[src/tqks_pkg.sv]
// Shared types, constants and byte-class functions for the trailing qualifier keyword scanner.
`default_nettype none
package tqks_pkg;

    localparam int MAX_SPAN_DEF = 4096;
    localparam int OFF_W        = 13;
    localparam int S_DATA_W     = 8;
    localparam int M_DATA_W     = 32;
    localparam int KW_LEN       = 8;

    typedef enum logic [2:0] {
        M_NORMAL,
        M_IDENT,
        M_SLASH,
        M_LINE,
        M_BLOCK,
        M_BLOCK_STAR,
        M_QUOTE,
        M_QUOTE_ESC
    } mode_t;

    typedef enum logic [1:0] {
        PC_START,
        PC_SPACE_COLON,
        PC_OTHER
    } pclass_t;

    typedef struct packed {
        mode_t      mode;
        logic       quote_dbl;
        logic       id_valid;
        logic [3:0] id_len;
        logic       match_req;
        logic       match_opt;
        logic       prefix_ok;
        pclass_t    prev_class;
        logic       ws_ext;
        logic       over;
    } ctrl_t;

    typedef struct packed {
        logic set_begin;
        logic set_ext;
        logic hit;
    } upd_t;

    localparam ctrl_t CTRL_RESET = '{
        mode:       M_NORMAL,
        quote_dbl:  1'b0,
        id_valid:   1'b0,
        id_len:     4'd0,
        match_req:  1'b0,
        match_opt:  1'b0,
        prefix_ok:  1'b0,
        prev_class: PC_START,
        ws_ext:     1'b0,
        over:       1'b0
    };

    localparam logic [7:0] KW_REQ [KW_LEN] = '{"r", "e", "q", "u", "i", "r", "e", "d"};
    localparam logic [7:0] KW_OPT [KW_LEN] = '{"o", "p", "t", "i", "o", "n", "a", "l"};

    function automatic logic is_ws(input logic [7:0] b);
        return (b == 8'd32) || ((b >= 8'd9) && (b <= 8'd13));
    endfunction

    function automatic logic is_id_start(input logic [7:0] b);
        return ((b >= "a") && (b <= "z")) || ((b >= "A") && (b <= "Z")) || (b == "_");
    endfunction

    function automatic logic is_id_char(input logic [7:0] b);
        return is_id_start(b) || ((b >= "0") && (b <= "9"));
    endfunction

endpackage
`default_nettype wire

[src/trailing_qualifier_keyword_scanner.sv]
// Top level of the trailing qualifier keyword scanner: scan state, offsets and result register.
`default_nettype none
// Takes one source byte per cycle and updates the whole scan state in that same cycle. The
// result word for a span appears on the master side in the cycle after its last byte is taken
// and is held in a single output register; the slave side keeps taking bytes every cycle
// except when that register is still full and not being drained.
// Offsets count from zero at the first byte and saturate at MAX_SPAN, which also sets overflow.
module trailing_qualifier_keyword_scanner #(
    parameter int MAX_SPAN = tqks_pkg::MAX_SPAN_DEF
) (
    input  wire                          aclk,
    input  wire                          aresetn,
    input  wire                          s_tvalid,
    output logic                         s_tready,
    input  wire [tqks_pkg::S_DATA_W-1:0] s_tdata,  // [7:0] char_byte
    input  wire                          s_tlast,  // span_last
    input  wire                          s_tuser,  // span_first
    output logic                         m_tvalid,
    input  wire                          m_tready,
    output logic [tqks_pkg::M_DATA_W-1:0] m_tdata  // [0] found, [13:1] qual_start,
                                                   // [26:14] qual_stop, [27] overflow
);
    import tqks_pkg::*;

    localparam int POS_W = $clog2(MAX_SPAN + 1);
    localparam int EXT_W = (POS_W > OFF_W) ? POS_W : OFF_W;
    localparam logic [POS_W-1:0] POS_MAX = POS_W'(MAX_SPAN);

    ctrl_t             ctrl_reg, ctrl_next, ctrl_cur, ctrl_step;
    upd_t              upd;
    logic [POS_W-1:0]  pos_reg, pos_next, pos_cur, pos_end;
    logic [POS_W-1:0]  beg_reg, beg_next, beg_cur, beg_upd;
    logic [POS_W-1:0]  ext_reg, ext_next, ext_cur, ext_upd;
    logic              at_max;
    logic              accept;
    logic              out_valid_reg, out_valid_next;
    logic [M_DATA_W-1:0] out_data_reg, out_data_next;
    logic [EXT_W-1:0]  start_wide, stop_wide;

    assign s_tready = !out_valid_reg || m_tready;
    assign accept   = s_tvalid && s_tready;
    assign m_tvalid = out_valid_reg;
    assign m_tdata  = out_data_reg;

    assign ctrl_cur = s_tuser ? CTRL_RESET : ctrl_reg;
    assign pos_cur  = s_tuser ? '0 : pos_reg;
    assign beg_cur  = s_tuser ? '0 : beg_reg;
    assign ext_cur  = s_tuser ? '0 : ext_reg;
    assign at_max   = (pos_cur == POS_MAX);
    assign pos_end  = at_max ? POS_MAX : pos_cur + POS_W'(1);

    tqks_step u_step (
        .cur       (ctrl_cur),
        .char_byte (s_tdata[7:0]),
        .last      (s_tlast),
        .at_max    (at_max),
        .nxt       (ctrl_step),
        .upd       (upd)
    );

    assign beg_upd = upd.set_begin ? pos_cur : beg_cur;
    assign ext_upd = upd.set_ext ? pos_end : ext_cur;

    assign start_wide = EXT_W'(beg_upd);
    assign stop_wide  = EXT_W'(ext_upd);

    always_comb begin
        ctrl_next      = ctrl_reg;
        pos_next       = pos_reg;
        beg_next       = beg_reg;
        ext_next       = ext_reg;
        out_data_next  = out_data_reg;
        out_valid_next = out_valid_reg && !m_tready;
        if (accept) begin
            if (s_tlast) begin
                ctrl_next      = CTRL_RESET;
                pos_next       = '0;
                beg_next       = '0;
                ext_next       = '0;
                out_valid_next = 1'b1;
                out_data_next  = '0;
                out_data_next[0]            = upd.hit;
                out_data_next[OFF_W:1]      = upd.hit ? start_wide[OFF_W-1:0] : '0;
                out_data_next[2*OFF_W:OFF_W+1] = upd.hit ? stop_wide[OFF_W-1:0] : '0;
                out_data_next[2*OFF_W+1]    = ctrl_step.over;
            end else begin
                ctrl_next = ctrl_step;
                pos_next  = pos_end;
                beg_next  = beg_upd;
                ext_next  = ext_upd;
            end
        end
    end

    always_ff @(posedge aclk) begin
        if (!aresetn) begin
            ctrl_reg      <= CTRL_RESET;
            pos_reg       <= '0;
            beg_reg       <= '0;
            ext_reg       <= '0;
            out_valid_reg <= 1'b0;
        end else begin
            ctrl_reg      <= ctrl_next;
            pos_reg       <= pos_next;
            beg_reg       <= beg_next;
            ext_reg       <= ext_next;
            out_valid_reg <= out_valid_next;
        end
    end

    always_ff @(posedge aclk) begin
        out_data_reg <= out_data_next;
    end

endmodule
`default_nettype wire

[src/tqks_step.sv]
// Next scan state for one byte: mode walk, identifier tracking and keyword match.
`default_nettype none
module tqks_step (
    input  var tqks_pkg::ctrl_t cur,
    input  wire [7:0]           char_byte,
    input  wire                 last,
    input  wire                 at_max,
    output tqks_pkg::ctrl_t     nxt,
    output tqks_pkg::upd_t      upd
);
    import tqks_pkg::*;

    always_comb begin
        ctrl_t      nx;
        upd_t       u;
        logic       do_norm;
        logic       ended;
        logic [7:0] qchar;

        nx      = cur;
        u       = '0;
        do_norm = 1'b0;
        ended   = 1'b0;
        qchar   = cur.quote_dbl ? 8'h22 : 8'h27;
        nx.over = cur.over | at_max;

        unique case (cur.mode)
            M_IDENT: begin
                if (is_id_char(char_byte)) begin
                    if (cur.id_len < 4'(KW_LEN)) begin
                        nx.match_req = cur.match_req && (char_byte == KW_REQ[cur.id_len[2:0]]);
                        nx.match_opt = cur.match_opt && (char_byte == KW_OPT[cur.id_len[2:0]]);
                    end else begin
                        nx.match_req = 1'b0;
                        nx.match_opt = 1'b0;
                    end
                    if (cur.id_len != 4'd15) begin
                        nx.id_len = cur.id_len + 4'd1;
                    end
                    u.set_ext = 1'b1;
                end else begin
                    nx.mode   = M_NORMAL;
                    nx.ws_ext = 1'b1;
                    ended     = 1'b1;
                    do_norm   = 1'b1;
                end
            end
            M_SLASH: begin
                if (char_byte == "/") begin
                    nx.mode = M_LINE;
                end else if (char_byte == "*") begin
                    nx.mode = M_BLOCK;
                end else begin
                    nx.id_valid = 1'b0;
                    nx.mode     = M_NORMAL;
                    do_norm     = 1'b1;
                end
            end
            M_LINE: begin
                if (char_byte == 8'h0a) begin
                    nx.mode = M_NORMAL;
                end
            end
            M_BLOCK: begin
                if (char_byte == "*") begin
                    nx.mode = M_BLOCK_STAR;
                end
            end
            M_BLOCK_STAR: begin
                if (char_byte == "/") begin
                    nx.mode = M_NORMAL;
                end else if (char_byte != "*") begin
                    nx.mode = M_BLOCK;
                end
            end
            M_QUOTE: begin
                if (char_byte == 8'h5c) begin
                    nx.mode = M_QUOTE_ESC;
                end else if (char_byte == qchar) begin
                    nx.mode = M_NORMAL;
                end
            end
            M_QUOTE_ESC: begin
                nx.mode = M_QUOTE;
            end
            M_NORMAL: begin
                do_norm = 1'b1;
            end
            default: begin
                nx.mode = M_NORMAL;
                do_norm = 1'b1;
            end
        endcase

        if (do_norm && !is_ws(char_byte)) begin
            if ((char_byte == "/") && !last) begin
                nx.mode = M_SLASH;
            end else if ((char_byte == 8'h22) || (char_byte == 8'h27)) begin
                nx.id_valid  = 1'b0;
                nx.quote_dbl = (char_byte == 8'h22);
                nx.mode      = M_QUOTE;
            end else if (is_id_start(char_byte)) begin
                nx.id_valid  = 1'b1;
                u.set_begin  = 1'b1;
                u.set_ext    = 1'b1;
                nx.ws_ext    = 1'b0;
                nx.id_len    = 4'd1;
                nx.match_req = (char_byte == KW_REQ[0]);
                nx.match_opt = (char_byte == KW_OPT[0]);
                nx.prefix_ok = (cur.prev_class != PC_OTHER);
                nx.mode      = M_IDENT;
            end else begin
                nx.id_valid = 1'b0;
            end
        end

        // extend the stop offset over whitespace after the identifier
        if (nx.ws_ext && (ended || (nx.mode != M_IDENT))) begin
            if (is_ws(char_byte)) begin
                u.set_ext = 1'b1;
            end else begin
                nx.ws_ext = 1'b0;
            end
        end

        nx.prev_class = (is_ws(char_byte) || (char_byte == ":")) ? PC_SPACE_COLON : PC_OTHER;

        u.hit = nx.id_valid && (nx.id_len == 4'(KW_LEN)) &&
                (nx.match_req || nx.match_opt) && nx.prefix_ok;

        nxt = nx;
        upd = u;
    end

endmodule
`default_nettype wire
[config.mk]
export PLATFORM = sky130hd
export DESIGN_NAME = trailing_qualifier_keyword_scanner
export DESIGN_NICKNAME = d
export VERILOG_FILES = /design/src/tqks_pkg.sv /design/src/trailing_qualifier_keyword_scanner.sv /design/src/tqks_step.sv
export SDC_FILE = /design/constraint.sdc
export NUM_CORES = 1
export LEC_CHECK = 0
export ABC_AREA = 1
export BUFFER_PORTS_ARGS = -buffer_cell sky130_fd_sc_hd__buf_2
export CORE_MARGIN = 5
export CORE_UTILIZATION = 53
export DETAILED_ROUTE_END_ITERATION = 10
export PLACE_DENSITY = 0.71
export SYNTH_ARGS = -nofsm -noshare
export SYNTH_HDL_FRONTEND = slang
export SYNTH_SLANG_ARGS = --single-unit
[constraint.sdc]
create_clock -name aclk -period 3.2 [get_ports aclk]
set_clock_uncertainty 0.05 [all_clocks]
set_input_delay 0.32 -clock aclk [delete_from_list [all_inputs] [get_ports aclk]]
set_output_delay 0.32 -clock aclk [all_outputs]
set_load 0.02 [all_outputs]
==> qor.yml <==
wl_um: 12590
cts-root-buf: "clkbuf_8"
end_kind: "register"
dr.pass1.iters: 5
mostFrequentLayoutCell: "nand2_1"
yosys.area_share.adder_pct: 1.968
synth_xor_area_share_pct: 1.033
yosysSeqAreaShare_pct: 38.56
die_y_um: 108.0
cp-start-kind: "register"
hold_viol: 0
portBuffers: 43
period_share_pct: 86.99
outcome: "complete, no violations"
post_cts_resized: 0
reg2reg_from: "ctrl_reg[8]$_SDFFE_PN0P_"
grt_pass1_vias: 4443
grt_usage_pct: 22.42
maxSlewHeadroom_pct: 34.07
clk_pin_slew_ns: 0.09
clockBufferDepth: 2
area_growth_pct: 9.616
n_fill_cell: 901
drtAntennaViolNets: 0
largest_register_ffs: 28
cts_hold_buf: 0
ir_drop_mv: 0.2623
hp-start: "aresetn"
row_count: 35
ys_warn_count: 0
grt_pass1_wl_um: 21250
grt_max_degree: 56
synth_seq_cells: 84
syn-instance-count: 756
yosysUniqueCellTypes: 38
yosysTopAreaCellShare_pct: 22.04
vias: 4933
critPathMaxFanout: 27
drc: 0
viasPerCell: 5.345
dieArea_um2: 11660
synthSimpleGateAreaFrac_pct: 37.48
syn_area_per_cell_um2: 6.729
io_pins: 48
gp_congestion: 0.9429
start_util_pct: 54.80
cts_tree: "yes"
overflow: 0
slowest_stage: "ha_1"
fmax_mhz: 359.2
clk-insertion-delay-late_ns: 0.36
slowest_delay_ns: 0.36
syn_area_um2: 5087
final_cell_mix: "nand2_1, inv_1, nand3_1"
dp.cells: 907
stdcell_count: 923
hp-class: "in -> reg"
antenna_found_initial: 0
cts_buffers: 9
fin_crit_ns: 2.784
core_um2: 9284
p_leak_nw: 2.327
cap_viol_max_count: 0
powerDensity_nw_per_um2: 378.3
required_ns: 3.35
detail_route.wl_per_cell_um: 13.64
worst_path_most_repeated_cell: "nand2_1"
drive_above_1_share_pct: 14.36
synth_top_cells_by_area: "dfxtp_1, nand2_1, edfxtp_1"
die_w_um: 108.0
rsz0062_at_grt: "no"
crit_chain: "inv_1 -> nor2_2 -> inv_1 -> ha_1 -> nand2_1 -> nand2_1 -> nand2_1 -> nand2_1 -> nor2_1 -> nand3_1 -> nand2_1 -> nand2_1 -> nand2_1 -> nand2_1 -> nand3_1 -> nand3_4 -> nor2_1"
synth_top_family_by_area: "simple AND/OR/NAND/NOR gates"
startpoint: "ctrl_reg[8]$_SDFFE_PN0P_"
setup_viol: 0
tightestPinTransition_ns: 0.9875
crit_type: "reg -> reg"
clock-sinks: 84
cp.arrival_ns: 2.94
first_iter_violations: 373
synth-compound-area-share_pct: 10.99
dp_hpwl_um: 8894
final_core_utilization_pct: 60.07
fin_nets: 811
timing.setup.tns_ns: 0
post_cts_buffers: 0
finalMaxSlewViolations: 0
yosysTopAreaCell: "dfxtp_1"
h-tree-depth: 3
synth.mux.area_fraction_pct: 0
n_antenna_cell: 0
where the power goes:
part / total (W) / leakage, nW / internal (W) / switching (W)
Combinational: 0.000274 / 1.53 / 0.0000756 / 0.000199
Sequential: 0.00113 / 0.714 / 0.00112 / 0.00000942
Clock: 0.000703 / 0.0864 / 0.000291 / 0.000412
synthesized netlist by cell type, drive strengths merged:
cell     count
nand2      253
inv         87
nor2        82
nand3       75
a21oi       57
dfxtp       56
edfxtp      28
clkbuf      20
buf         15
o21ai       15
o21a        13
nor3        12
nand4       11
ha           8
xor2         5
o22ai        4
o21bai       3
nor4         2
or2          2
a2bb2oi      1
a31oi        1
conb         1
o2111ai      1
o211ai       1
o221ai       1
o31ai        1
xnor2        1
kinds of logic (layout without fill, tap and decap cells):
kind of cell               after synthesis  count (layout)
and+or+nand+nor                        437             437
buffers and inverters                  122             157
AOI/OAI and AO/OA                       98              98
DFF                                     84              84
adders and majority gates                8               8
xor gates and xnor gates                 6               6
other                                    1               4
critical path: cells and delay by family (launching register included):
family / cells / cell delay (ns)
simple gates: 14 / 1.66
fa+ha+maj: 1 / 0.36
flops: 1 / 0.34
buf+inv: 2 / 0.21
through the flow:
stage,area [µm²],setup WS (ns),hold WS [ns],total power [W]
floorplan,5099,0.4512,0.3676,0.001356
global placement,5394,0.3340,0.4015,0.001423
CTS,5577,0.4330,0.1081,0.002126
global route,5577,0.05236,0.1171,0.002212
finish,5577,0.4163,0.1171,0.002109
detailed placement,5394,0.1896,0.4058,0.001430
path summary, 6_finish.rpt:
path | slack (ns) | to | cells after the start
max reg2reg | 0.42 | m_tdata[2]$_SDFFCE_PN0P_ | 17
min reg2reg | 0.42 | beg_reg[8]$_SDFFE_PN0P_ | 2
min | 0.12 | m_tvalid$_SDFF_PN0_ | 3
max | 0.42 | m_tdata[2]$_SDFFCE_PN0P_ | 17
area by class of cell:
type / count / area [µm²] / area share [%]
Clock buffer: 9 / 123.9 / 2.221
Tap cell: 129 / 161.4 / 2.894
Timing Repair Buffer: 54 / 297.8 / 5.340
Inverter: 87 / 326.6 / 5.856
Clock inverter: 7 / 58.81 / 1.055
Sequential cell: 84 / 1962 / 35.18
Multi-Input combinational cell: 553 / 2646 / 47.45
routing by layer:
layer / wire (µm) / up-vias / global-route usage [%] / part of all wire, %
met5: 0 / - / 0 / 0
met4: 160 / 0 / 5.951 / 1.3
met3: 805 / 14 / 3.463 / 6.4
met2: 5825 / 175 / 35.57 / 46
met1: 5802 / 2256 / 31.96 / 46
li1: - / 2488 / - / -
Power figures use the tool's default switching activity.
